### src/hdl/string_hash_bucket_index_core_defines.svh
// ----------------------------------------------------------------------------
// string_hash_bucket_index_core_defines
// Assertion macros shared by the bucket index core modules.
// ----------------------------------------------------------------------------
`ifndef STRING_HASH_BUCKET_INDEX_CORE_DEFINES_SVH
`define STRING_HASH_BUCKET_INDEX_CORE_DEFINES_SVH

// Same-cycle implication, sampled on clk and disabled during reset.
`define SHBI_ASSERT_NOW(lbl, ante, cons) \
	lbl: assert property (@(posedge clk) disable iff (!arst_n) (ante) |-> (cons)) \
		else $error("shbi assertion failed");

// Next-cycle implication, sampled on clk and disabled during reset.
`define SHBI_ASSERT_NEXT(lbl, ante, cons) \
	lbl: assert property (@(posedge clk) disable iff (!arst_n) (ante) |=> (cons)) \
		else $error("shbi assertion failed");

`endif

### src/hdl/shbi_pkg.sv
// ----------------------------------------------------------------------------
// shbi_pkg
// Widths, register indexes, sequencer states and interface structs of the
// string hash bucket index core.
// ----------------------------------------------------------------------------
package shbi_pkg;

	localparam int WORD_W   = 32;
	localparam int BYTE_W   = 8;
	localparam int CFG_IDX_W = 8;
	localparam int DIV_STEPS = WORD_W;
	localparam int DIV_CNT_W = $clog2(DIV_STEPS);

	localparam logic [CFG_IDX_W-1:0] REG_BUCKET_COUNT = CFG_IDX_W'(0);
	localparam logic [CFG_IDX_W-1:0] REG_KEY_MODE     = CFG_IDX_W'(1);

	localparam logic [WORD_W-1:0] BUCKET_COUNT_RST = WORD_W'(1);
	localparam logic              KEY_MODE_INT     = 1'b0;
	localparam logic              KEY_MODE_STR     = 1'b1;
	localparam logic [BYTE_W-1:0] STR_TERMINATOR   = '0;
	localparam int                HASH_SHIFT       = 5;  // 31*h = (h << 5) - h

	typedef logic [WORD_W-1:0] word_t;
	typedef logic [BYTE_W-1:0] byte_t;

	typedef enum logic [2:0] {
		ST_IDLE   = 3'b001,
		ST_DIVIDE = 3'b010,
		ST_HOLD   = 3'b100
	} seq_state_t;

	typedef struct packed {
		logic start;
	} div_ctrl_t;

	typedef struct packed {
		logic busy;
		logic done;
	} div_stat_t;

endpackage

### src/hdl/shbi_mod_unit.sv
// ----------------------------------------------------------------------------
// shbi_mod_unit
// Restoring remainder unit: one trial subtraction per cycle over the bits of
// the dividend. A zero divisor leaves the dividend itself as the remainder.
// ----------------------------------------------------------------------------
`include "string_hash_bucket_index_core_defines.svh"

module shbi_mod_unit (
	input  logic              clk,
	input  logic              arst_n,
	input  shbi_pkg::div_ctrl_t ctrl,
	input  shbi_pkg::word_t   dividend,
	input  shbi_pkg::word_t   divisor,
	output shbi_pkg::div_stat_t stat,
	output shbi_pkg::word_t   remainder
);
	import shbi_pkg::*;

	logic                 busy_q;
	logic                 done_q;
	logic [DIV_CNT_W-1:0] cnt_q;
	word_t                dvd_q;
	word_t                dvs_q;
	word_t                rem_q;

	logic [WORD_W:0] shifted;
	logic [WORD_W:0] trial;
	logic            last_step;

	assign shifted   = {rem_q, dvd_q[WORD_W-1]};
	assign trial     = shifted - {1'b0, dvs_q};
	assign last_step = busy_q && (cnt_q == DIV_CNT_W'(DIV_STEPS - 1));

	always_ff @(posedge clk or negedge arst_n) begin
		if (!arst_n) begin
			busy_q <= 1'b0;
			done_q <= 1'b0;
			cnt_q  <= '0;
		end else begin
			done_q <= last_step;
			if (ctrl.start) begin
				busy_q <= 1'b1;
				cnt_q  <= '0;
			end else if (busy_q) begin
				cnt_q <= cnt_q + DIV_CNT_W'(1);
				if (last_step) begin
					busy_q <= 1'b0;
				end
			end
		end
	end

	always_ff @(posedge clk) begin
		if (ctrl.start) begin
			dvd_q <= dividend;
			dvs_q <= divisor;
			rem_q <= '0;
		end else if (busy_q) begin
			dvd_q <= {dvd_q[WORD_W-2:0], 1'b0};
			// A borrow out of the trial means the divisor did not fit.
			if (trial[WORD_W]) begin
				rem_q <= shifted[WORD_W-1:0];
			end else begin
				rem_q <= trial[WORD_W-1:0];
			end
		end
	end

	assign stat.busy = busy_q;
	assign stat.done = done_q;
	assign remainder = rem_q;

	`SHBI_ASSERT_NOW(a_no_restart, ctrl.start, !busy_q)
	`SHBI_ASSERT_NEXT(a_start_busy, ctrl.start, busy_q && (cnt_q == '0))
	`SHBI_ASSERT_NEXT(a_last_done, last_step, done_q && !busy_q)

endmodule

### src/hdl/string_hash_bucket_index_core.sv
// ----------------------------------------------------------------------------
// string_hash_bucket_index_core
// Hash-table bucket selector for integer keys and zero-terminated byte
// strings, with a shared iterative remainder unit.
// ----------------------------------------------------------------------------
// A non-zero string byte is folded into the running hash in the cycle it is
// accepted, so string bytes stream in at one per cycle with no result. An
// integer key or a string terminator starts the remainder unit, which works
// one quotient bit per cycle; in_ready is low until the result sits in the
// output register, so the block takes no new key while a result is pending.
// The output register decouples the result side: the block takes new bytes
// while a bucket index still waits for out_ready. Writing a bucket count of
// zero returns the unreduced key or hash.
`include "string_hash_bucket_index_core_defines.svh"

module string_hash_bucket_index_core (
	input  logic                                clk,
	input  logic                                arst_n,
	input  logic                                cfg_valid,
	output logic                                cfg_ready,
	input  logic [shbi_pkg::CFG_IDX_W-1:0]      cfg_index,
	input  logic [shbi_pkg::WORD_W-1:0]         cfg_data,
	input  logic                                in_valid,
	output logic                                in_ready,
	input  logic [shbi_pkg::WORD_W-1:0]         key_value,
	input  logic [shbi_pkg::BYTE_W-1:0]         key_byte,
	output logic                                out_valid,
	input  logic                                out_ready,
	output logic [shbi_pkg::WORD_W-1:0]         bucket_index
);
	import shbi_pkg::*;

	seq_state_t state_q;
	seq_state_t state_d;
	word_t      bucket_count_q;
	logic       key_mode_q;
	word_t      hash_q;
	logic       out_valid_q;
	word_t      bucket_q;

	div_ctrl_t  div_ctrl;
	div_stat_t  div_stat;
	word_t      div_dividend;
	word_t      div_rem;

	logic in_acc;
	logic byte_acc;
	logic out_free;
	logic load_out;

	assign cfg_ready = 1'b1;
	assign in_ready  = (state_q == ST_IDLE);
	assign in_acc    = in_valid && in_ready;
	assign byte_acc  = in_acc && (key_mode_q == KEY_MODE_STR) && (key_byte != STR_TERMINATOR);
	assign out_free  = !out_valid_q || out_ready;

	assign div_ctrl.start = in_acc && !byte_acc;
	assign div_dividend   = (key_mode_q == KEY_MODE_INT) ? key_value : hash_q;

	always_comb begin
		state_d  = state_q;
		load_out = 1'b0;
		unique case (state_q)
			ST_IDLE: begin
				if (div_ctrl.start) begin
					state_d = ST_DIVIDE;
				end
			end
			ST_DIVIDE: begin
				if (div_stat.done) begin
					if (out_free) begin
						load_out = 1'b1;
						state_d  = ST_IDLE;
					end else begin
						state_d = ST_HOLD;
					end
				end
			end
			ST_HOLD: begin
				// The remainder unit keeps its result until the next start.
				if (out_free) begin
					load_out = 1'b1;
					state_d  = ST_IDLE;
				end
			end
			default: state_d = ST_IDLE;
		endcase
	end

	always_ff @(posedge clk or negedge arst_n) begin
		if (!arst_n) begin
			state_q        <= ST_IDLE;
			bucket_count_q <= BUCKET_COUNT_RST;
			key_mode_q     <= KEY_MODE_STR;
			hash_q         <= '0;
			out_valid_q    <= 1'b0;
		end else begin
			state_q <= state_d;
			if (cfg_valid && cfg_ready) begin
				if (cfg_index == REG_BUCKET_COUNT) begin
					bucket_count_q <= cfg_data;
				end else if (cfg_index == REG_KEY_MODE) begin
					key_mode_q <= cfg_data[0];
				end
			end
			if (byte_acc) begin
				hash_q <= (hash_q << HASH_SHIFT) - hash_q + WORD_W'(key_byte);
			end else if (div_ctrl.start && (key_mode_q == KEY_MODE_STR)) begin
				hash_q <= '0;
			end
			if (load_out) begin
				out_valid_q <= 1'b1;
			end else if (out_ready) begin
				out_valid_q <= 1'b0;
			end
		end
	end

	always_ff @(posedge clk) begin
		if (load_out) begin
			bucket_q <= div_rem;
		end
	end

	shbi_mod_unit u_mod (
		.clk       (clk),
		.arst_n    (arst_n),
		.ctrl      (div_ctrl),
		.dividend  (div_dividend),
		.divisor   (bucket_count_q),
		.stat      (div_stat),
		.remainder (div_rem)
	);

	assign out_valid    = out_valid_q;
	assign bucket_index = bucket_q;

	`SHBI_ASSERT_NOW(a_done_in_divide, div_stat.done, state_q == ST_DIVIDE)
	`SHBI_ASSERT_NOW(a_hold_has_out, state_q == ST_HOLD, out_valid_q)
	`SHBI_ASSERT_NEXT(a_byte_stays_idle, byte_acc, state_q == ST_IDLE && !div_stat.busy)
	`SHBI_ASSERT_NEXT(a_load_sets_valid, load_out, out_valid_q)

endmodule
### config.mk
export PLATFORM = sky130hd
export DESIGN_NAME = string_hash_bucket_index_core
export DESIGN_NICKNAME = d
export VERILOG_FILES = /design/src/hdl/shbi_pkg.sv /design/src/hdl/shbi_mod_unit.sv /design/src/hdl/string_hash_bucket_index_core.sv
export VERILOG_INCLUDE_DIRS = /design/src /design/src/hdl
export SDC_FILE = /design/constraint.sdc
export NUM_CORES = 1
export LEC_CHECK = 0
export ABC_AREA = 0
export BUFFER_PORTS_ARGS = -buffer_cell sky130_fd_sc_hd__buf_4
export CAP_MARGIN = 15
export CORE_AREA = 2 2 155 157
export CTS_BUF_LIST = sky130_fd_sc_hd__clkbuf_4 sky130_fd_sc_hd__clkbuf_8
export DETAILED_ROUTE_END_ITERATION = 6
export DIE_AREA = 0 0 157 159
export PLACE_DENSITY = 0.71
export SLEW_MARGIN = 15
export SYNTH_ARGS = -nofsm -noshare
export SYNTH_HDL_FRONTEND = slang
export SYNTH_SLANG_ARGS = --single-unit
### constraint.sdc
create_clock -name clk -period 3.9 [get_ports clk]
set_clock_uncertainty 0.1 [all_clocks]
set_input_delay 0.585 -clock clk [delete_from_list [all_inputs] [get_ports clk]]
set_output_delay 0.585 -clock clk [all_outputs]
set_load 0.03 [all_outputs]
# == Yosys cells after proc, flatten, opt, wreduce, memory -nomap -nowiden ==
# Index checks and enable logic that the tools add are counted.
# classes
bitwise_logic,1
eq_ne,8
addsub,4
muxes,21
reduce_logical,17
# ops
cell,count
$mux W32,6
$sub A33 B32 Y33,1
$add A32 B8 Y32,1
$sub A32 B32 Y32,1
$mux W3,4
$mux W5,2
$pmux W3 S3,1
$eq A8 B1 Y1 const B,1
$logic_not A8 Y1,1
$reduce_bool A8 Y1,1
$mux W1,7
$logic_and A1 B1 Y1,6
$reduce_and A3 Y1,2
$reduce_bool A2 Y1,3
$add A5 B1 Y5 const B,1
$eq A5 B5 Y1 const B,1
$ne A2 B1 Y1 const B,2
$eq A3 B1 Y1 const B,1
$eq A3 B2 Y1 const B,1
$eq A3 B3 Y1 const B,1
$logic_not A1 Y1,2
$ne A2 B2 Y1 const B,1
$pmux W1 S2,1
$reduce_and A2 Y1,1
2 further kinds,2
# totals
inputBits,85
ff_bits,204
elab_cells,63
out_inout_bits,35

# == Longest topological paths before layout ==
# logic_depth
ltp_word,9
depth_mapped,15
ltp_nobuf,14

# == Hierarchy ==
# Synthesis repeated with hierarchy kept, for this count alone.
# unflattened
hier_cells,1176
hier_area_um2,12077.8
# by_module_without_submodules
mod,seq_area_each_um2,area_each_um2,n_inst,cells_each
string_hash_bucket_index_core,2691.3,6119.6,1,570
shbi_mod_unit,2737.6,5958.2,1,606

# == Worst setup path before layout ==
# No wires, ideal clock.
# synth_path
kind,reg2reg
start,register state_q[0]
end,register u_mod.dvs_q[0] (enable)
setup_time_ns,0.409
stages_incl_launch_ff,5
t_arrival_ns,3.155
period_less_slack_ns,3.664
path_slack_ns,0.236
path_buffers,1
path_cell_list,dfstp_2 > nor3b_1 > nand3_1 > inv_2 > clkbuf_1
# synth_between
elab_chain_len,6
# synth_lines
element,line,source
start: declaration,string_hash_bucket_index_core.sv:33,seq_state_t state_q;
start signal: assignment,string_hash_bucket_index_core.sv:98,state_q <= state_d;
$eq A3 B1 Y1 *,string_hash_bucket_index_core.sv:52,assign in_ready = (state_q == ST_IDLE);
via in_ready,string_hash_bucket_index_core.sv:24,"output logic in_ready,"
$logic_and A1 B1 Y1 *,string_hash_bucket_index_core.sv:53,assign in_acc = in_valid && in_ready;
$logic_and A1 B1 Y1 (2 in a row),string_hash_bucket_index_core.sv:54,assign byte_acc = in_acc && (key_mode_q == KEY_MODE_STR) && (key_byte != STR_TERMINATOR);
$logic_not A1 Y1,string_hash_bucket_index_core.sv:57,assign div_ctrl.start = in_acc && !byte_acc;
$logic_and A1 B1 Y1 *,string_hash_bucket_index_core.sv:57,
via div_ctrl,string_hash_bucket_index_core.sv:41,div_ctrl_t div_ctrl;
end signal: assignment,shbi_mod_unit.sv:56,dvs_q <= divisor;
end: declaration,shbi_mod_unit.sv:23,word_t dvs_q;
# The timed path passes the listed nets; every way through them passes the cells marked *.
# A chain may end at the register's enable or synchronous reset.

# == Worst setup path in the final report ==
# layout_path
start,register u_mod.dvd_q[31]
end,register u_mod.rem_q[9] (netlist: u_mod.remainder[9])
# layout_between
elab_chain_len,2
# layout_lines
element,line,source
start: declaration,shbi_mod_unit.sv:22,word_t dvd_q;
start signal: assignment,shbi_mod_unit.sv:55,dvd_q <= dividend;
start signal: assignment,shbi_mod_unit.sv:59,"dvd_q <= {dvd_q[WORD_W-2:0], 1'b0};"
$sub A33 B32 Y33,shbi_mod_unit.sv:31,"assign trial = shifted - {1'b0, dvs_q};"
$mux W32,shbi_mod_unit.sv:61,if (trial[WORD_W]) begin
end signal: assignment,shbi_mod_unit.sv:62,rem_q <= shifted[WORD_W-1:0];
end signal: assignment,shbi_mod_unit.sv:64,rem_q <= trial[WORD_W-1:0];
end: declaration,shbi_mod_unit.sv:24,word_t rem_q;
# Every way passes these cells.

==> out/qor.yml <==
timing:
  tightest_slew_ns: 0.731
  finalSetupViolations: 0
  fin_ws_ns: 0.351
  fin_crit_ns: 3.55
  rsz0062_at_grt: "no"
  finalSetupTns_ns: 0
  fmax_ghz: 0.282
  hold_ws_ns: 0.00443
  slew_headroom_pct: 51.2
  final_max_slew_viol_count: 0
  hold_viol: 0
  fin_crit_sh_pct: 91.0
pwr:
  power_density_mw_per_mm2: 812
  p_switching_w: 0.00447
  share_comb_of_total_power_pct: 51.7
  pwr-share-seq_pct: 29.7
  switching_share_pct: 40.2
  pwr-share-clk_pct: 18.6
  irDropWorstVdd_uv: 516
  power.internal_w: 0.00665
  p_leak_nw: 6.18
detailed_routing:
  viasPerCell: 5.59
  drt_first_pass_iters: 5
  wire_per_inst_um: 16.6
  wirelength_um: 26300
  vias: 8878
  initialDrtViolationCount: 565
  ant_nets: 0
  drc_errors: 0
synth:
  yosysTopAreaCell: "edfxtp_1"
  synthAdderAreaFrac_pct: 10.7
  synth_top_family_by_area: "compound AO/OA/AOI/OAI gates"
  synth.mux.area_fraction_pct: 7.73
  synth_top_cell_area_share_pct: 24.7
  yosys.area_share.simple_pct: 8.99
  netlist_area_mm2: 0.0117
  synth.area.top_cells: "edfxtp_1 (25%), dfrtp_1 (16%), ha_1 (9.9%)"
  async_flop_share_pct: 37.3
  yosys_most_used_dff: "edfxtp_1"
  synth.net_count: 1295
  synth-seq-area-share_pct: 46.5
  synth-compound-area-share_pct: 17.5
  synthCells: 1113
  ys_warn_count: 0
  avgSynthCellArea_um2: 10.5
  synth-seq-cells: 204
  synth_xor_area_share_pct: 3.98
  ys_types: 74
  synth-edff-count: 96
final_layout:
  stdcell_area_mm2: 0.0137
  diodes: 0
  drive_above_1_share_pct: 19.7
  syn_to_final_growth_pct: 17.4
  fin_nets: 1426
  final_core_util_pct: 59.1
worst_setup_path:
  cp_num_buf_inv: 3
  crit_fanout: 10
  rr_worst_depth: 14
  crit_top_cell: "inv_1"
  worstSetupEndpointType: "flip-flop"
  slowest_delay_ns: 0.43
  crit_start: "u_mod.dvd_q[31]$_DFFE_PP_"
  path_cells: "inv_1 -> ha_1 -> inv_1 -> fa_1 -> a211o_1 -> o211ai_1 -> a2111oi_1 -> or3_4 -> a311o_1 -> or2_4 -> buf_4 -> nor3b_2 -> a21oi_1 -> a211oi_2"
  reg2reg_from: "u_mod.dvd_q[31]$_DFFE_PP_"
  critPathRequiredTime_ns: 4.24
  crit_type: "flip-flop to flip-flop"
  startpoint_type: "flip-flop"
  cpMaxStageDelayCell: "or3_4"
  critical-path-top-delay-family: "compound AO/OA/AOI/OAI gates"
  worst-path-stages: 14
  cp_data_arrival_time_ns: 3.89
global_route:
  grt_pass1_vias: 8926
  antenna_found_initial: 0
  grt_pass1_wl_um: 44100
  grt_max_degree: 67
  grt_overflow: 0
  grt_use_total_pct: 21.7
flow_run:
  maxCapViolations: 0
floorplan:
  ioPinCount: 120
  die_y_um: 159
  core_mm2: 0.0232
  rows: 56
  start_util_pct: 50.3
  dieArea_mm2: 0.0250
  die_x_um: 157
clocking:
  clkSinkCount: 204
  htree_levels: 2
  root_buffer: "clkbuf_8"
  path_clk_slew_ns: 0.06
  hold_buffers: 0
  clock_latency_ns: 0.51
  ctsLongestPathBuffers: 3
  cts_tree: "done"
  cts-buffers-inserted: 36
min_path:
  hold_class: "primary input to async pin"
placement:
  place.port_buffers: 118
  dpl_cell_area_mm2: 0.0129
  gp_congestion: 0.913
  dp_hpwl_um: 19000
  dpl_worst_slack_ns: 0.142
status:
  status: "finished clean"
==> stage by stage <==
step / total power, W / instances
3_5_place_dp: 0.00896 / 1525
6_report: 0.0111 / 1589
3_3_place_gp: 0.00888 / 1525
2_1_floorplan: 0.00773 / 1113
4_1_cts: 0.0111 / 1589
5_1_grt: 0.0120 / 1589
==> power by group through the flow <==
stage	registers [W]	clock network, W	logic, W
floorplan	0.00318	0	0.00454
global placement	0.00332	0	0.00555
detailed placement	0.00334	0	0.00562
CTS	0.00331	0.00212	0.00568
global route	0.00337	0.00222	0.00642
finish	0.00330	0.00207	0.00575
==> flip-flops by register name, indices dropped and copies added (netlist names) <==
register,cells
bucket_count_q,32
bucket_index,32
out_valid,1
state_q,3
u_mod.dvs_q,32
u_mod.remainder,32
u_mod.cnt_q,5
u_mod.busy_q,1
hash_q,32
u_mod.done_q,1
u_mod.dvd_q,32
key_mode_q,1
==> layout make-up <==
type	count	area [um2]
fillers	1967	9500
multi-input cells	778	5740
flip-flops and latches	204	5430
repair buffers	134	1030
clock buffers	56	671
well taps	319	399
inverters	90	338
clock inverters	8	92.6
==> synth_stat cells (7+ instances only) <==
library cell   n
edfxtp_1      96
ha_1          92
inv_1         89
nand2_1       86
a21oi_1       81
dfrtp_1       73
o21ai_0       73
mux2i_1       53
nor2_1        53
a21o_1        33
mux2_2        33
xnor2_1       33
dfxtp_1       32
clkbuf_1      30
o22ai_1       25
xor2_1        20
a211oi_1      18
nand3_1       11
o21ai_1       11
o21bai_1      10
a31oi_1        9
nand4_1        9
and3_1         8
nand2b_1       8
o21a_1         8
o211ai_1       7
==> metal layers <==
layer | routed length [um] | global-route usage, % | vias up | share of wire [%]
li1 | - | - | 4351 | -
met1 | 12100 | 28.9 | 4220 | 46
met2 | 12500 | 36.2 | 258 | 47
met3 | 1220 | 3.76 | 49 | 4.6
met4 | 539 | 6.26 | 0 | 2.0
met5 | 0 | 0 | - | 0
==> final timing paths <==
kind / endpoint / slack, ns
worst max-delay path: u_mod.remainder[9]$_SDFFE_PP0P_ / 0.35
worst min-delay path: bucket_count_q[23]$_DFFE_PN0P_ / 0.004
worst max register to register: u_mod.remainder[9]$_SDFFE_PP0P_ / 0.35
worst min register to register: u_mod.dvs_q[24]$_DFFE_PP_ / 0.34
max in group asynchronous: hash_q[23]$_DFFE_PN0P_ / 2.85
min in group clk: bucket_count_q[20]$_DFFE_PN0P_ / 0.20
==> cells by family (layout without fill, tap and decap cells) <==
family	Yosys count	in the layout
flops	204	204
fa+ha+maj	97	97
xor+xnor	53	53
mux	86	86
simple gates	221	221
buf+inv	131	288
compound gates	320	320
other cells	1	1
==> repair_timing <==
action                                  CTS  global route
gates resized for setup                   0             1
buffers inserted                          0             0
endpoints found under the setup margin    0             4
==> worst reg2reg max path: stages (launching register included) <==
cell	delay, ns
edfxtp_1	0.40
inv_1	0.07
ha_1	0.16
inv_1	0.05
fa_1	0.41
a211o_1	0.29
o211ai_1	0.16
a2111oi_1	0.17
or3_4	0.43
a311o_1	0.31
or2_4	0.30
buf_4	0.19
nor3b_2	0.17
a21oi_1	0.06
a211oi_2	0.21
==> cells in the final DEF, fill, tap and decap left out, types with 9 or more instances in the layout <==
| cell | netlist | final |
|---|---|---|
| o21ai_0 | 73 | 73 |
| clkbuf_8 | 0 | 40 |
| mux2_2 | 33 | 33 |
| a211oi_1 | 18 | 18 |
| ha_1 | 92 | 92 |
| a21oi_1 | 81 | 81 |
| mux2i_1 | 53 | 53 |
| o22ai_1 | 25 | 25 |
| edfxtp_1 | 96 | 96 |
| nand4_1 | 9 | 9 |
| buf_4 | 4 | 132 |
| a31oi_1 | 9 | 9 |
| o21bai_1 | 10 | 10 |
| o21ai_1 | 11 | 11 |
| nand3_1 | 11 | 10 |
| dfrtp_1 | 73 | 72 |
| dfxtp_1 | 32 | 32 |
| xor2_1 | 20 | 20 |
| inv_1 | 89 | 89 |
| a21o_1 | 33 | 33 |
| clkbuf_4 | 0 | 16 |
| xnor2_1 | 33 | 33 |
| nand2_1 | 86 | 86 |
| nor2_1 | 53 | 52 |
Note: power is estimated with default switching activity, not from simulation.
